File: src/design/fmbq_pkg.sv
package fmbq_pkg;

    // Defaults for the top level parameters
    localparam int CAPACITY_DEF   = 1024;
    localparam int DATA_WIDTH_DEF = 32;

    // Fixed port field widths
    localparam int FUNC_W   = 3;
    localparam int VALUE_W  = 32;
    localparam int STATUS_W = 2;
    localparam int OCC_W    = 11;

    // Operation codes
    localparam logic [FUNC_W-1:0] FN_PUSH_FRONT  = 3'd0;
    localparam logic [FUNC_W-1:0] FN_PUSH_MIDDLE = 3'd1;
    localparam logic [FUNC_W-1:0] FN_PUSH_BACK   = 3'd2;
    localparam logic [FUNC_W-1:0] FN_POP_FRONT   = 3'd3;
    localparam logic [FUNC_W-1:0] FN_POP_MIDDLE  = 3'd4;
    localparam logic [FUNC_W-1:0] FN_POP_BACK    = 3'd5;

    // Result status codes
    typedef enum logic [STATUS_W-1:0] {
        ST_OK    = 2'd0,
        ST_EMPTY = 2'd1,
        ST_FULL  = 2'd2
    } status_t;

    // Memory action plan for one word, built at accept time
    typedef struct packed {
        status_t status;
        logic    f_wr;         // write word into front half at accept
        logic    b_wr;         // write word into back half at accept
        logic    pop;          // read at accept returns the popped word
        logic    pop_from_b;   // popped word comes from the back half
        logic    move;         // one word moves between halves
        logic    move_from_b;  // move source is the back half (else front)
        logic    mv_early;     // move source read issued at accept
        logic    post_wr;      // word written into back half with the move
    } plan_t;

endpackage

File: src/design/fmbq_plan.sv
module fmbq_plan #(
    parameter int CAPACITY = fmbq_pkg::CAPACITY_DEF,
    localparam int HALF_DEPTH = (CAPACITY + 1) / 2,
    localparam int AW = (HALF_DEPTH > 1) ? $clog2(HALF_DEPTH) : 1,
    localparam int CW = $clog2(CAPACITY + 1)
) (
    input  logic [fmbq_pkg::FUNC_W-1:0] func,
    input  logic [AW-1:0]               fs,
    input  logic [AW-1:0]               bs,
    input  logic [CW-1:0]               count,
    output fmbq_pkg::plan_t             plan,
    output logic [AW-1:0]               f_waddr,
    output logic [AW-1:0]               b_waddr,
    output logic [AW-1:0]               rd_addr,
    output logic [AW-1:0]               mv_src,
    output logic [AW-1:0]               mv_dst,
    output logic [AW-1:0]               post_addr,
    output logic [AW-1:0]               fs_next,
    output logic [AW-1:0]               bs_next,
    output logic [CW-1:0]               count_next
);

    import fmbq_pkg::*;

    localparam logic [AW:0]   HD_W    = (AW + 1)'(HALF_DEPTH);
    localparam logic [AW-1:0] LAST_IX = AW'(HALF_DEPTH - 1);

    // Physical index of logical offset off from start s
    function automatic logic [AW-1:0] slot(input logic [AW-1:0] s, input logic [AW:0] off);
        logic [AW:0] sum;
        sum = {1'b0, s} + off;
        if (sum >= HD_W)
        begin
            sum = sum - HD_W;
        end
        return sum[AW-1:0];
    endfunction

    function automatic logic [AW-1:0] dec_ix(input logic [AW-1:0] x);
        return (x == '0) ? LAST_IX : x - 1'b1;
    endfunction

    function automatic logic [AW-1:0] inc_ix(input logic [AW-1:0] x);
        return (x == LAST_IX) ? '0 : x + 1'b1;
    endfunction

    logic [AW:0] fc;
    logic [AW:0] bc;
    logic        odd;
    logic        full;
    logic        empty;
    logic        is_push;
    logic        is_pop;

    // Front half holds floor(n/2) words, back half the rest
    assign fc      = (AW + 1)'(count >> 1);
    assign bc      = (AW + 1)'(count - (count >> 1));
    assign odd     = count[0];
    assign full    = (count == CW'(CAPACITY));
    assign empty   = (count == '0);
    assign is_push = func inside {FN_PUSH_FRONT, FN_PUSH_MIDDLE, FN_PUSH_BACK};
    assign is_pop  = func inside {FN_POP_FRONT, FN_POP_MIDDLE, FN_POP_BACK};

    // Decode operation into accesses and a rebalancing move
    always_comb
    begin
        plan       = '0;
        plan.status = ST_OK;
        f_waddr    = '0;
        b_waddr    = '0;
        rd_addr    = '0;
        mv_src     = '0;
        mv_dst     = '0;
        post_addr  = '0;
        fs_next    = fs;
        bs_next    = bs;
        count_next = count;
        if (is_push && full)
        begin
            plan.status = ST_FULL;
        end
        else if (is_pop && empty)
        begin
            plan.status = ST_EMPTY;
        end
        else
        begin
            case (func)
                FN_PUSH_FRONT:
                begin
                    plan.f_wr  = 1'b1;
                    f_waddr    = dec_ix(fs);
                    fs_next    = dec_ix(fs);
                    count_next = count + 1'b1;
                    if (!odd)
                    begin
                        // front grew past half: its last word goes to back front
                        plan.move = 1'b1;
                        mv_src    = slot(dec_ix(fs), fc);
                        mv_dst    = dec_ix(bs);
                        bs_next   = dec_ix(bs);
                    end
                end
                FN_PUSH_MIDDLE:
                begin
                    plan.f_wr  = 1'b1;
                    f_waddr    = slot(fs, fc);
                    count_next = count + 1'b1;
                    if (!odd)
                    begin
                        plan.move = 1'b1;
                        mv_src    = slot(fs, fc);
                        mv_dst    = dec_ix(bs);
                        bs_next   = dec_ix(bs);
                    end
                end
                FN_PUSH_BACK:
                begin
                    count_next = count + 1'b1;
                    if (odd)
                    begin
                        // back front moves to front tail, then word lands at back tail
                        plan.move        = 1'b1;
                        plan.move_from_b = 1'b1;
                        plan.mv_early    = 1'b1;
                        plan.post_wr     = 1'b1;
                        rd_addr          = bs;
                        mv_dst           = slot(fs, fc);
                        post_addr        = slot(bs, bc);
                        bs_next          = inc_ix(bs);
                    end
                    else
                    begin
                        plan.b_wr = 1'b1;
                        b_waddr   = slot(bs, bc);
                    end
                end
                FN_POP_FRONT:
                begin
                    plan.pop   = 1'b1;
                    count_next = count - 1'b1;
                    if (fc != '0)
                    begin
                        rd_addr = fs;
                        fs_next = inc_ix(fs);
                        if (odd)
                        begin
                            plan.move        = 1'b1;
                            plan.move_from_b = 1'b1;
                            mv_src           = bs;
                            mv_dst           = slot(fs, fc);
                            bs_next          = inc_ix(bs);
                        end
                    end
                    else
                    begin
                        // single word lives in the back half
                        plan.pop_from_b = 1'b1;
                        rd_addr         = bs;
                        bs_next         = inc_ix(bs);
                    end
                end
                FN_POP_MIDDLE:
                begin
                    plan.pop   = 1'b1;
                    count_next = count - 1'b1;
                    if (odd)
                    begin
                        plan.pop_from_b = 1'b1;
                        rd_addr         = bs;
                        bs_next         = inc_ix(bs);
                    end
                    else
                    begin
                        rd_addr = slot(fs, fc - 1'b1);
                    end
                end
                FN_POP_BACK:
                begin
                    plan.pop        = 1'b1;
                    plan.pop_from_b = 1'b1;
                    count_next      = count - 1'b1;
                    rd_addr         = slot(bs, bc - 1'b1);
                    if (!odd)
                    begin
                        plan.move = 1'b1;
                        mv_src    = slot(fs, fc - 1'b1);
                        mv_dst    = dec_ix(bs);
                        bs_next   = dec_ix(bs);
                    end
                end
                default:
                begin
                    plan.status = ST_OK;
                end
            endcase
        end
    end

endmodule

File: config.mk
export PLATFORM = sky130hd
export DESIGN_NAME = fmbq_plan
export DESIGN_NICKNAME = d
export VERILOG_FILES = /design/src/design/fmbq_pkg.sv /design/src/design/fmbq_plan.sv
export SDC_FILE = /design/constraint.sdc
export NUM_CORES = 1
export LEC_CHECK = 0
export BUFFER_PORTS_ARGS = -buffer_cell sky130_fd_sc_hd__buf_2
export CAP_MARGIN = 25
export CORE_MARGIN = 2
export CORE_UTILIZATION = 33
export DETAILED_ROUTE_END_ITERATION = 12
export SKIP_LAST_GASP = 1
export SLEW_MARGIN = 20
export SYNTH_ARGS = -nofsm -noshare
export SYNTH_HDL_FRONTEND = slang
export SYNTH_SLANG_ARGS = --single-unit
File: constraint.sdc
create_clock -name vclk -period 5.3
set_input_delay 0.795 -clock vclk [all_inputs]
set_output_delay 0.795 -clock vclk [all_outputs]
set_load 0.05 [all_outputs]
* Word-level counts from Yosys, hierarchy flattened
Cells that the tools add are included.
Word-level totals: output and inout bits 93, bits in registers 0, input bits 32, RAM bits 0, memories kept 0, memory bits (read-only) 0, latch bits 0
Operators by class: mux-type cells 68, shift operators 0, order comparisons 5, bitwise gates (word level) 0, equality and inequality tests 8, reductions and logical operators 14, multipliers 0, div/mod/pow operators 0, add/sub/neg operators 19
Operators by type and width (number):
- $mux W9 | 43
- $pmux W9 S4 | 2
- $sub A9 B1 Y9 const B | 7
- $pmux W9 S3 | 2
- $add A9 B10 Y10 | 5
- $ge A10 B10 Y1 const B | 5
- $pmux W9 S2 | 2
- $mux W11 | 2
- $pmux W11 S2 | 1
- $sub A10 B1 Y10 const B | 2
- $add A9 B1 Y9 const B | 2
- $eq A9 B9 Y1 const B | 2
- $logic_not A9 Y1 | 2
- $mux W8 | 2
- $add A11 B1 Y11 const B | 1
- $eq A11 B11 Y1 const B | 1
- $logic_not A11 Y1 | 1
- $sub A11 B1 Y11 const B | 1
- $reduce_bool A10 Y1 | 1
- $sub A10 B10 Y10 | 1
- $reduce_or A3 Y1 | 3
- $mux W2 | 4
- $eq A3 B2 Y1 const B | 2
- $eq A3 B3 Y1 const B | 2
- 10 further kinds | 18

* Depth between registers and ports, before layout
depth after elaboration 9, depth in mapped cells 21, gate-level depth less buffers 19

* Least setup slack after synthesis
OpenSTA, ideal clock, no wires.
kind in2out, start point in count[0], end point out rd_addr[7], buffers on the path 2, data arrival time 4.764 ns, path slack -0.259 ns, stages on the path 17, path through clkbuf_1 -> inv_1 -> clkbuf_1 -> ha_1 -> inv_1 -> fa_1 -> xnor2_1 -> inv_1 -> ha_1 -> inv_1 -> fa_1 -> a21o_1 -> a21o_1 -> a21oi_1 -> mux2i_1 -> nand2_1 -> a41oi_1
On the way: longest elaborated chain between the ends 8, elaborated cells on any way between the ends 15
RTL lines:
- start, declared | line fmbq_plan.sv:10 | input logic [CW-1:0] count,
- $sub A10 B10 Y10 | line fmbq_plan.sv:57 | assign bc = (AW + 1)'(count - (count >> 1));
- $sub A10 B1 Y10 | line fmbq_plan.sv:183 | rd_addr = slot(bs, bc - 1'b1);
- $add A9 B10 Y10 | line fmbq_plan.sv:31 | sum = {1'b0, s} + off;
- $sub A9 B1 Y9 or $ge A10 B10 Y1 (tied branches) | line fmbq_plan.sv:34, fmbq_plan.sv:32
- $mux W9 | line fmbq_plan.sv:32 | if (sum >= HD_W)
- $pmux W9 S4 | line fmbq_plan.sv:88 | case (func)
- $mux W9 | line fmbq_plan.sv:82 | else if (is_pop && empty)
- $mux W9 (*) | line fmbq_plan.sv:78 | if (is_push && full)
- end, declared | line fmbq_plan.sv:14 | output logic [AW-1:0] rd_addr,
Every way passes the cells marked *; elsewhere a longest branch is shown, timed or not.

* Worst setup path after layout
start point in fs[0], end point out mv_src[8]
On the way: longest elaborated chain between the ends 9, elaborated cells on any way between the ends 21
RTL lines:
- start, declared | line fmbq_plan.sv:8 | input logic [AW-1:0] fs,
- $sub A9 B1 Y9 or $logic_not A9 Y1 (tied branches) | line fmbq_plan.sv:40 | return (x == '0) ? LAST_IX : x - 1'b1;
- $mux W9 | line fmbq_plan.sv:40
- $add A9 B10 Y10 | line fmbq_plan.sv:31
- $sub A9 B1 Y9 or $ge A10 B10 Y1 (tied branches) | line fmbq_plan.sv:34, fmbq_plan.sv:32
- $mux W9 | line fmbq_plan.sv:32
- $mux W9 | line fmbq_plan.sv:95 | if (!odd)
- $pmux W9 S4 (*) | line fmbq_plan.sv:88
- $mux W9 (*) | line fmbq_plan.sv:82
- $mux W9 (*) | line fmbq_plan.sv:78
- end, declared | line fmbq_plan.sv:15 | output logic [AW-1:0] mv_src,
Marks and branches as above.

==> impl_metrics.ini <==
[status]
status = finished clean

[synth]
synth_area_leaders = ha_1 (20%), a21oi_1 (7.3%), xnor2_1 (6.7%)
synthXorXnorAreaFrac_pct = 10.4
syn_inst = 829
synth_top_family_by_area = compound AO/OA/AOI/OAI gates
synth-seq-area-share_pct = 0
synth_top_area_share_pct = 20.0
synth.avg_cell_area_um2 = 6.58
synth_compound_area_share_pct = 34.5
synth_adder_area_share_pct = 22.5
synth_cell_types = 76
muxShareOfSynthArea_pct = 1.90
synth_area_mm2 = 0.00545
synthSimpleGateAreaFrac_pct = 21.4
syn_nets = 955
synth_top_area_cell = ha_1
ys.warnings.count = 0

[clock_tree]
hold_buffers = 0

[global_routing]
antenna_found_initial = 0
grt_max_degree = 38
overflow = 0
grt_pass1_wl_um = 35400
grt_usage_pct = 25.2
grt_pass1_vias = 6112

[timing]
min_period_ps = 5250
final_max_slew_viol_count = 0
finalHoldViolCount = 0
rsz0062_at_grt = true
period_share_pct = 99.1
finalSetupViolations = 0
worstMarginPinSlew_ps = 1030
slew_headroom_pct = 31.1
fmax_mhz = 190
fin_hold_ws_ps = 2070

[worst_hold_path]
min_from = count[9]
hold_path_class = in2out

[cells_and_area]
layout-drive-gt1-share_pct = 20.4
register_area_um2 = 0
fin_cells = 1165
flops_and_latches = 0
area_growth_syn_to_layout_pct = 19.5
final_area_mm2 = 0.00651
antenna_cells = 0
layout.nets = 1077
n_clock_buffer = 0

[worst_setup_path]
worstPathRequired_ps = 4510
crit_path_end_kind = primary output
crit_path_start_kind = input port
critPathSlowestCell = or4b_4
crit_chain = buf_2, inv_1, ha_1, or4b_4, or3_1, or3_1, nand2_1, ha_1, fa_2, a211oi_1, o21ai_0, a31oi_1, xnor2_1, nand2_1, a221oi_2, buf_6
crit_type = in2out
critPathLaunch = fs[0]
slowest_delay_ps = 510
critPathMaxFanout = 4
cp_data_arrival_time_ps = 4460

[detailed_routing]
num_vias = 6838
via_per_inst = 5.87
drt_iter0_markers = 1007
drtPass1Iterations = 7
ant_nets = 0
postRouteWirelength_um = 23700
avgRoutedWirePerCell_um = 20.4
route.detailed.drc = 0

[place]
place.gp.congestion = 0.973
dpl_cell_area_mm2 = 0.00649
portBuffers = 125
post-dp-hpwl_um = 19400
dp.cells = 1165

[power_and_ir_drop]
finalPower_mw = 1.17
power_density_mw_per_mm2 = 179
vdd_drop_max_mv = 0.0909
leakagePower_nw = 3.12

[job]
cap_violations = 0

[die]
design.die.area_mm2 = 0.0176
die_x_um = 133
row_count = 46
initial_core_util_pct = 34.1
ios = 125
die_h_um = 133
core_area_mm2 = 0.0160
-- final timing paths --
| kind | depth (start not counted) | slack, ps | to |
|---|---|---|---|
| worst max-delay path | 16 | 50 | mv_src[8] |
| worst min-delay path | 4 | 2070 | count_next[9] |
-- logic make-up after synthesis --
kind of cell	count (synthesis)
fa+ha+maj	94
mux	10
simple gates	244
xor+xnor	65
buf+inv	127
compound gates	289
-- routing by layer --
metal,track usage (%),part of all wire (%),vias to the layer above
met5,0,0,-
met4,5.02,2.7,0
met3,5.82,12,50
met2,38.3,42,433
met1,36.3,44,3131
li1,-,-,3224
-- critical path: cells and delay by family --
family	cells	cell delay, ps
compound gates	4	800
simple gates	5	1470
xor+xnor	1	180
fa+ha+maj	3	730
buf+inv	3	470
-- synthesized netlist by cell type, drive strengths merged (6+ instances only) --
| master | n |
|---|---|
| fa | 7 |
| xnor2 | 42 |
| nand3 | 14 |
| a211oi | 11 |
| clkbuf | 31 |
| o211ai | 8 |
| or4 | 6 |
| o21bai | 10 |
| ha | 87 |
| a31oi | 10 |
| o22ai | 9 |
| nor3 | 18 |
| and3 | 6 |
| o31ai | 8 |
| nor2 | 76 |
| or3 | 6 |
| nand2 | 75 |
| a21o | 16 |
| buf | 9 |
| inv | 86 |
| a221oi | 9 |
| xor2 | 23 |
| a22oi | 10 |
| nand2b | 11 |
| and2 | 6 |
| a21oi | 82 |
| o21a | 9 |
| o21ai | 65 |
| mux2i | 7 |
-- through the flow --
stage	TNS [ps]	setup WS (ps)	util [%]
finish	0	48.4	40.7
global route	-32.7	-25.9	40.7
detailed placement	0	41.6	40.6
CTS	0	28.1	40.6
floorplan	-284	-142	-
global placement	0	6.03	40.6
-- where the power goes --
part	switching [mW]	total, mW	internal (mW)
registers	0	0	0
clock network	0	0	0
logic	0.779	1.17	0.388
-- cells in the final DEF, fill, tap and decap left out, types with 6 or more instances in the layout --
cell type,count
buf_2,121
ha_1,87
inv_1,85
a21oi_1,79
nor2_1,76
nand2_1,75
o21ai_0,61
xnor2_1,42
buf_4,36
xor2_1,23
a21o_1,16
nor3_1,15
nand3_1,13
nand2b_1,11
a211oi_1,11
o21bai_1,10
a22oi_1,10
o21a_1,9
a31oi_1,9
o31ai_1,8
o211ai_1,8
o22ai_1,8
mux2i_1,7
and3_1,6
or4_1,6
a221oi_1,6
fa_1,6
-- what timing repair did --
item                       in CTS  in global routing
setup buffers                   0                  0
gates resized for setup         0                 10
setup endpoints to repair       0                  5
-- cell type report --
class	instances	area (um2)
fillers	1793	9490
multi-input cells	702	5010
repair buffers	160	902
inverters	87	327
well taps	216	270
Power figures use the tool's default switching activity.
